### config.mk
export PLATFORM = sky130hd
export DESIGN_NAME = assoc_cache_replacement_lru_fifo_core
export DESIGN_NICKNAME = d
export VERILOG_FILES = /design/src/acrlf_pkg.sv /design/src/acrlf_cell.sv /design/src/acrlf_enc.sv /design/src/assoc_cache_replacement_lru_fifo_core.sv
export SDC_FILE = /design/constraint.sdc
export NUM_CORES = 2
export LEC_CHECK = 0
export ABC_CLOCK_PERIOD_IN_PS = 8900
export BUFFER_PORTS_ARGS = -buffer_cell sky130_fd_sc_hd__buf_2
export CORE_MARGIN = 2
export CORE_UTILIZATION = 55
export DETAILED_ROUTE_END_ITERATION = 12
export GPL_TIMING_DRIVEN = 1
export PLACE_DENSITY_LB_ADDON = 0.25
export RECOVER_POWER = 100
export SETUP_SLACK_MARGIN = 0.02
export SYNTH_ARGS = -nofsm -noshare
export SYNTH_HDL_FRONTEND = slang
export SYNTH_HIERARCHICAL = 1
export SYNTH_SLANG_ARGS = --single-unit
### constraint.sdc
create_clock -name clk -period 8.9 [get_ports clk]
set_clock_uncertainty 0.15 [all_clocks]
set_input_delay 0.445 -clock clk [delete_from_list [all_inputs] [get_ports clk]]
set_output_delay 0.445 -clock clk [all_outputs]
set_load 0.01 [all_outputs]
### src/acrlf_pkg.sv
// Package for the fully associative tag cache with LRU or FIFO replacement.
// Holds register codes, policy codes, field widths and the cell control struct.
// No dependencies.
package acrlf_pkg;

  localparam int MAX_ENTRIES_DEF  = 64;
  localparam int ADDRESS_BITS_DEF = 32;

  localparam int CAP_W   = 7;
  localparam int CNT_W   = 32;
  localparam int CFG_W   = 7;
  localparam int CFG_IDX_W = 2;

  localparam logic [CFG_IDX_W-1:0] REG_POLICY   = CFG_IDX_W'(0);
  localparam logic [CFG_IDX_W-1:0] REG_CAPACITY = CFG_IDX_W'(1);

  localparam logic POLICY_LRU  = 1'b0;
  localparam logic POLICY_FIFO = 1'b1;

  localparam logic [CAP_W-1:0] CAPACITY_RESET = CAP_W'(64);

  typedef enum logic {
    ST_IDLE,
    ST_UPDATE
  } state_t;

  // Control broadcast to every cell of the chain.
  typedef struct packed {
    logic look;  // compare the incoming address against the stored tag
    logic upd;   // cells up to the shift limit take their neighbor's entry
  } cell_ctl_t;

endpackage

### src/acrlf_cell.sv
// One entry of the recency-ordered tag chain: tag, valid bit and match flag.
// Takes its neighbor's entry on a shift; uses acrlf_pkg.
module acrlf_cell #(
  parameter int ADDRESS_BITS = acrlf_pkg::ADDRESS_BITS_DEF,
  parameter int IDX_W        = 6,
  parameter int INDEX        = 0
) (
  input  logic                    clk,
  input  logic                    rst,
  input  acrlf_pkg::cell_ctl_t    ctl,
  input  logic [IDX_W-1:0]        limit,
  input  logic [ADDRESS_BITS-1:0] address,
  input  logic [ADDRESS_BITS-1:0] tag_in,
  input  logic                    valid_in,
  output logic [ADDRESS_BITS-1:0] tag_out,
  output logic                    valid_out,
  output logic                    match
);

  logic [ADDRESS_BITS-1:0] tag;
  logic                    valid;
  logic                    shift_en;

  // Position 0 holds the newest or most recently used entry; everything at
  // or below the limit moves one place toward the end of the chain.
  assign shift_en = ctl.upd && (IDX_W'(INDEX) <= limit);

  always_ff @(posedge clk) begin
    if (rst) begin
      valid <= 1'b0;
    end else if (shift_en) begin
      valid <= valid_in;
    end
  end

  always_ff @(posedge clk) begin
    if (shift_en) begin
      tag <= tag_in;
    end
    if (ctl.look) begin
      match <= valid && (tag == address);
    end
  end

  assign tag_out   = tag;
  assign valid_out = valid;

endmodule

### src/acrlf_enc.sv
// Encodes the one-hot match vector of the cell chain into a position.
// Stored tags are distinct, so at most one cell matches; uses no package.
module acrlf_enc #(
  parameter int MAX_ENTRIES = 64,
  parameter int IDX_W       = 6
) (
  input  logic [MAX_ENTRIES-1:0] match,
  output logic                   any,
  output logic [IDX_W-1:0]       index
);

  always_comb begin
    index = '0;
    for (int i = 0; i < MAX_ENTRIES; i++) begin
      index = index | (match[i] ? IDX_W'(i) : IDX_W'(0));
    end
  end

  assign any = |match;

endmodule

### src/assoc_cache_replacement_lru_fifo_core.sv
// Fully associative tag cache, LRU or FIFO replacement, saturating counters.
// A start accepted in ST_IDLE registers the compare in every cell; in ST_UPDATE hit and done are registered.
// A new access is taken only in ST_IDLE; the core is busy in ST_UPDATE, where the
// recency chain shifts after the address compare in every cell.
// Reset: synchronous; all entries invalid, counters zero, LRU, capacity 64.
// The receiver cannot stall; each result is shown for one cycle only.
module assoc_cache_replacement_lru_fifo_core #(
  parameter int MAX_ENTRIES  = acrlf_pkg::MAX_ENTRIES_DEF,
  parameter int ADDRESS_BITS = acrlf_pkg::ADDRESS_BITS_DEF
) (
  input  logic                               clk,
  input  logic                               rst,
  input  logic                               start,
  output logic                               busy,
  input  logic [ADDRESS_BITS-1:0]            access_address,
  output logic                               done,
  output logic                               hit,
  output logic [acrlf_pkg::CNT_W-1:0]        accesses_so_far,
  output logic [acrlf_pkg::CNT_W-1:0]        misses_so_far,
  input  logic                               cfg_we,
  input  logic [acrlf_pkg::CFG_IDX_W-1:0]    cfg_index,
  input  logic [acrlf_pkg::CFG_W-1:0]        cfg_data
);

  localparam int IDX_W = (MAX_ENTRIES > 1) ? $clog2(MAX_ENTRIES) : 1;
  localparam int OCC_W = $clog2(MAX_ENTRIES + 1);
  localparam int CMP_W = OCC_W + acrlf_pkg::CAP_W;

  acrlf_pkg::state_t    state, state_next;
  acrlf_pkg::cell_ctl_t ctl;

  logic                          policy;
  logic [acrlf_pkg::CAP_W-1:0]   capacity;
  logic [OCC_W-1:0]              occ, occ_next;
  logic [ADDRESS_BITS-1:0]       key;
  logic [acrlf_pkg::CNT_W-1:0]   acc_count, miss_count;

  logic                          accept;
  logic                          found;
  logic [IDX_W-1:0]              found_idx;
  logic [IDX_W-1:0]              limit;
  logic                          room;
  logic [CMP_W-1:0]              cap_ext, eff_cap;

  logic [MAX_ENTRIES-1:0]        match;
  logic [ADDRESS_BITS-1:0]       chain_tag [MAX_ENTRIES];
  logic [MAX_ENTRIES-1:0]        chain_valid;

  assign accept = start && (state == acrlf_pkg::ST_IDLE);

  // Next state.
  always_comb begin
    state_next = state;
    unique case (state)
      acrlf_pkg::ST_IDLE: begin
        if (start) begin
          state_next = acrlf_pkg::ST_UPDATE;
        end
      end
      acrlf_pkg::ST_UPDATE: begin
        state_next = acrlf_pkg::ST_IDLE;
      end
      default: begin
        state_next = acrlf_pkg::ST_IDLE;
      end
    endcase
  end

  // Outputs of the state machine.
  always_comb begin
    busy     = 1'b0;
    ctl.look = 1'b0;
    ctl.upd  = 1'b0;
    unique case (state)
      acrlf_pkg::ST_IDLE: begin
        ctl.look = start;
      end
      acrlf_pkg::ST_UPDATE: begin
        busy    = 1'b1;
        ctl.upd = !found || (policy == acrlf_pkg::POLICY_LRU);
      end
      default: begin
        busy = 1'b0;
      end
    endcase
  end

  always_ff @(posedge clk) begin
    if (rst) begin
      state <= acrlf_pkg::ST_IDLE;
    end else begin
      state <= state_next;
    end
  end

  // Capacity clamped to the range one to MAX_ENTRIES.
  always_comb begin
    cap_ext = CMP_W'(capacity);
    if (cap_ext == '0) begin
      eff_cap = CMP_W'(1);
    end else if (cap_ext > CMP_W'(MAX_ENTRIES)) begin
      eff_cap = CMP_W'(MAX_ENTRIES);
    end else begin
      eff_cap = cap_ext;
    end
    room = CMP_W'(occ) < eff_cap;
  end

  // Under LRU a hit moves the chain up to the matching cell (not under FIFO).
  // A miss with room shifts every valid entry and fills one more cell; a miss
  // without room drops the last occupied cell's entry: the replacement victim.
  always_comb begin
    occ_next = occ;
    if (found) begin
      limit = found_idx;
    end else if (room) begin
      limit    = IDX_W'(occ);
      occ_next = occ + OCC_W'(1);
    end else begin
      limit = IDX_W'(occ - OCC_W'(1));
    end
  end

  always_ff @(posedge clk) begin
    if (rst) begin
      policy     <= acrlf_pkg::POLICY_LRU;
      capacity   <= acrlf_pkg::CAPACITY_RESET;
      occ        <= '0;
      acc_count  <= '0;
      miss_count <= '0;
      done       <= 1'b0;
    end else begin
      done <= (state == acrlf_pkg::ST_UPDATE);
      if (cfg_we) begin
        if (cfg_index == acrlf_pkg::REG_POLICY) begin
          policy <= cfg_data[0];
        end else if (cfg_index == acrlf_pkg::REG_CAPACITY) begin
          capacity <= cfg_data[acrlf_pkg::CAP_W-1:0];
        end
      end
      if (state == acrlf_pkg::ST_UPDATE) begin
        if (acc_count != '1) begin
          acc_count <= acc_count + acrlf_pkg::CNT_W'(1);
        end
        if (!found) begin
          occ <= occ_next;
          if (miss_count != '1) begin
            miss_count <= miss_count + acrlf_pkg::CNT_W'(1);
          end
        end
      end
    end
  end

  always_ff @(posedge clk) begin
    if (accept) begin
      key <= access_address;
    end
    if (state == acrlf_pkg::ST_UPDATE) begin
      hit <= found;
    end
  end

  assign accesses_so_far = acc_count;
  assign misses_so_far   = miss_count;

  acrlf_enc #(
    .MAX_ENTRIES (MAX_ENTRIES),
    .IDX_W       (IDX_W)
  ) u_enc (
    .match (match),
    .any   (found),
    .index (found_idx)
  );

  for (genvar i = 0; i < MAX_ENTRIES; i++) begin : g_cell
    logic [ADDRESS_BITS-1:0] tag_in;
    logic                    valid_in;

    if (i == 0) begin : g_head
      assign tag_in   = key;
      assign valid_in = 1'b1;
    end else begin : g_body
      assign tag_in   = chain_tag[i-1];
      assign valid_in = chain_valid[i-1];
    end

    acrlf_cell #(
      .ADDRESS_BITS (ADDRESS_BITS),
      .IDX_W        (IDX_W),
      .INDEX        (i)
    ) u_cell (
      .clk       (clk),
      .rst       (rst),
      .ctl       (ctl),
      .limit     (limit),
      .address   (access_address),
      .tag_in    (tag_in),
      .valid_in  (valid_in),
      .tag_out   (chain_tag[i]),
      .valid_out (chain_valid[i]),
      .match     (match[i])
    );
  end

endmodule

==> Implementation_results.wiki <==
{| class="wikitable"
! Metric !! Value
|-
| Share of total power in sequential cells || 0.530
|-
| Die area || between 150,000 and 200,000 um^2
|-
| Type of the setup path with the least slack || in2reg
|-
| Post-synthesis register bit count || 2,290
|-
| Final critical-path share of the clock period || 0.830
|-
| Power Dens Cells || between 200 and 250 nW/um^2
|-
| Layout cell share with drive strength beyond 1 || 0.0728
|-
| Cell Area, Synth || about 95,000 um^2
|-
| Detailed Routing Iterations Pass 1 || 8
|-
| Cell with the largest stage delay on the worst path || clkbuf_1
|-
| Top achievable clock speed || 0.135 GHz
|-
| CTS tree || yes
|-
| Initial antenna violation count || 12
|-
| Die Wd || approximately 420 um
|-
| Pins Over Slew Limit || around 2,700
|-
| Synth warn || 6
|-
| H-tree levels || 4
|-
| Global-route wire length before repair || roughly 370,000 um
|-
| Ports placed on the boundary || 112
|-
| Internal power of the cells || around 18 mW
|-
| Core area || 172,000 um^2
|-
| Global placement routability congestion || between 0.9 and 1
|-
| Synthesized instance count || between 5,000 and 6,000
|-
| Number of buffers and inverters on the critical path || 2
|-
| Clk buf depth || 3
|-
| Cell breakdown of the critical path || buf_4 -> clkbuf_1 -> xor2_1 -> nor4_1 -> nand4_1 -> nor3_1
|-
| Average instance area after synthesis || approximately 16 um^2
|-
| Sequential fraction of the synthesis area || 0.708
|-
| Startpoint of the worst hold path || access_address[0]
|-
| Count of filler cells inserted in the layout || around 13,000
|-
| Utilization after layout || 0.623
|-
| Worst Path Arrival || about 7.7 ns
|-
| Critical R2R Launch || g_cell[41].u_cell/match
|-
| Layout Nets || 6,425
|-
| Slew at the pin closest to its max-slew limit || 6.63 ns
|-
| Number of setup buffers added after CTS || 0
|-
| Sw Pwr || roughly 5.5 mW
|-
| Fin Setup TNS || 0 ns
|-
| Insertion delay of the later-clocked pin in the worst-skew pair || roughly 0.9 ns
|-
| Delay of the slowest cell on the worst path || roughly 4.5 ns
|-
| Area growth from synthesis to layout || 12.4%
|-
| Initial core utilization || 0.554
|-
| Vias post-DR || between 50,000 and 60,000
|-
| Classification of the worst-slack hold path || in2reg
|-
| Count of nets left with antenna violations after detail routing || 0
|-
| Non-filler instance count after layout || 8,880
|-
| Violated checks || max-capacitance violations, max-slew violations
|-
| Primary flip-flop cell chosen by synthesis mapping || edfxtp_1
|-
| Data required time of the critical path || between 9 and 10 ns
|-
| Crit path max-delay family || buffers and inverters
|-
| Final routed wirelength across all metal layers || ~260,000 um
|-
| 1st-iter DRT viols || roughly 6,500
|-
| Root Driver || clkbuf_16
|-
| Distinct cells, synth || 67
|-
| RSZ-0062 raised after global routing || no
|-
| Number of synthesized flops with an enable pin || around 2,100
|-
| Part of the power in combinational logic || 0.060
|-
| Die Span Y || 420 um
|-
| Hold violation total from the final report || 0
|-
| Vias in the first global route || approximately 53,000
|-
| Fraction of registers with async set or reset after synthesis || 0
|-
| Post-CTS sizing || 0
|-
| Clock Pin Slew Worst Setup and Hold Paths || 0.06 ns
|-
| Instance count after placement with tap cells included || roughly 8,400
|-
| Worst ir drop on vdd || 0.000210 V
|-
| Row count || approximately 150
|-
| Launching element type of the critical path || primary input
|-
| Clock share of power || 0.410
|-
| Result of the run || finished, violations left
|-
| Number of remaining DRC errors || 0
|-
| Post-DP HPWL || 172,000 um
|-
| Endpoint class of the critical path || flip-flop
|-
| Number of buffers created by CTS || around 220
|-
| Overall fraction of global-route tracks in use || 0.293
|-
| Start point of the critical path || access_address[12]
|-
| Total congestion overflow || 0
|-
| Pin count of the biggest net entering global routing || between 70 and 80
|-
| Max-Slew Margin vs Limit || -3.42
|-
| Leakage || roughly 36 nW
|-
| Crit Path Max Fanout || 56
|-
| Clock Sinks || 2,290
|-
| Net switching fraction of the power || 0.232
|-
| Syn Nets || 5,971
|-
| Max-cap violation count || 86
|-
| Port Buffer Count || ~110
|-
| Number of endpoints failing setup at the final stage || 0
|-
| Post-layout min period || 7.39 ns
|-
| Vias per cell || just over 6
|-
| WL per Instance || around 29 um
|}
-- flip-flops by register name (all words and copies together), names as in the netlist --
register and cells:
g_cell.u_cell/match 64, state 1, policy 1, g_cell.u_cell/tag_out 2048, occ 7, capacity 7
hit 1, accesses_so_far 32, g_cell.tag_in 32, g_cell.u_cell/valid_out 64, done 1, misses_so_far 32
-- placed cells by master (no fill, tap or decap), types with 19 or more instances in the layout --
master | synthesis | final
a21oi_1 | 68 | 64
buf_4 | 0 | 59
bufinv_16 | 0 | 23
clkbuf_1 | 23 | 204
clkbuf_16 | 0 | 223
clkbuf_8 | 0 | 26
clkinv_1 | 1 | 35
clkinv_2 | 0 | 40
dfxtp_1 | 145 | 145
dlygate4sd3_1 | 0 | 23
edfxtp_1 | 2145 | 2145
mux2i_1 | 66 | 66
nand2_1 | 59 | 59
nand3_1 | 167 | 166
nand4_1 | 110 | 110
nor2_1 | 132 | 110
nor2_2 | 0 | 19
nor3_1 | 86 | 141
nor4_1 | 484 | 485
o21ai_0 | 34 | 35
o31ai_1 | 21 | 19
or3_1 | 31 | 31
or4_1 | 26 | 26
xnor2_1 | 72 | 72
xor2_1 | 1992 | 1992
-- final timing paths --
path,cells past startpoint,slack [ns],endpoint
worst min register to register,0,0.27,g_cell[0].u_cell/tag_out[24]
worst max register to register,11,1.95,g_cell[33].u_cell/valid_out
worst min-delay path,4,0.26,g_cell[24].u_cell/match
worst max-delay path,6,1.51,g_cell[3].u_cell/match
-- stage by stage --
| step | area, um^2 | setup slack, ns | hold WS (ns) | power (mW) |
|---|---|---|---|---|
| 2_1_floorplan | 95000 | 0.128 | 0.250 | 13.4 |
| 3_3_place_gp | 99800 | 3.70 | 0.251 | 14.1 |
| 3_5_place_dp | 99800 | 3.47 | 0.255 | 14.2 |
| 4_1_cts | 108000 | 3.44 | 0.0000293 | 23.7 |
| 5_1_grt | 107000 | 1.60 | 0.255 | 24.3 |
| 6_report | 107000 | 1.51 | 0.257 | 23.7 |
-- power by group through the flow --
stage | logic [mW] | registers, mW | clock network (mW)
floorplan | 0.753 | 12.7 | 0
global placement | 1.36 | 12.8 | 0
detailed placement | 1.39 | 12.8 | 0
CTS | 1.41 | 12.6 | 9.78
global route | 1.50 | 12.6 | 10.2
finish | 1.41 | 12.6 | 9.72
-- timing repair --
action / 4_1_cts / 5_1_grt
endpoints found under the hold margin: 76 / 0
setup endpoints to repair: 0 / 0
hold buffers: 23 / 0
-- metal layers --
layer  GRT usage  vias up  part of all wire
met1       0.417    27585              0.41
met3      0.0536      473             0.099
met4      0.0840        8             0.031
li1            -    23137                 -
met2       0.463     2937              0.46
met5           0        -           0.00016
-- worst reg2reg max path, delay by kind of cell (launching register included) --
family                 cells  cell delay (ns)
multiplexers               1             0.33
flip-flops                 1             0.39
AO/OA/AOI/OAI              2             0.63
AND/OR/NAND/NOR            6             2.40
buffers and inverters      2             2.77
-- cell type report --
cell class	count	area (um^2)	share of cell area
flip-flops and latches	2290	67300	0.630
clock buffers	296	6110	0.0572
clock inverters	124	1470	0.0137
multi-input cells	3580	27500	0.257
diodes	4	10.0	0.0000937
inverters	17	63.8	0.000597
repair buffers	259	1490	0.0139
well taps	2310	2890	0.0271
-- Yosys cell counts, types with 34 or more instances --
cell | instances | area, um^2
a21oi_1 | 68 | 340
nor4_1 | 484 | 3030
dfxtp_1 | 145 | 2900
xor2_1 | 1992 | 17400
nor3_1 | 86 | 430
nor3_2 | 58 | 581
edfxtp_1 | 2145 | 64400
nand2_1 | 59 | 221
nor2_1 | 132 | 495
mux2i_1 | 66 | 661
o21ai_0 | 34 | 170
nand4_1 | 110 | 688
nand3_1 | 167 | 836
xnor2_1 | 72 | 631
-- kinds of logic after synthesis --
group	after synthesis	share of synthesized area
DFF	2290	0.708
xor gates and xnor gates	2064	0.190
and+or+nand+nor	1222	0.0757
AOI/OAI and AO/OA	210	0.0146
muxes	73	0.00778
buffers and inverters	46	0.00195
adders and majority gates	10	0.00132
other	1	0.0000395
Note: power is estimated with default switching activity, not from simulation.
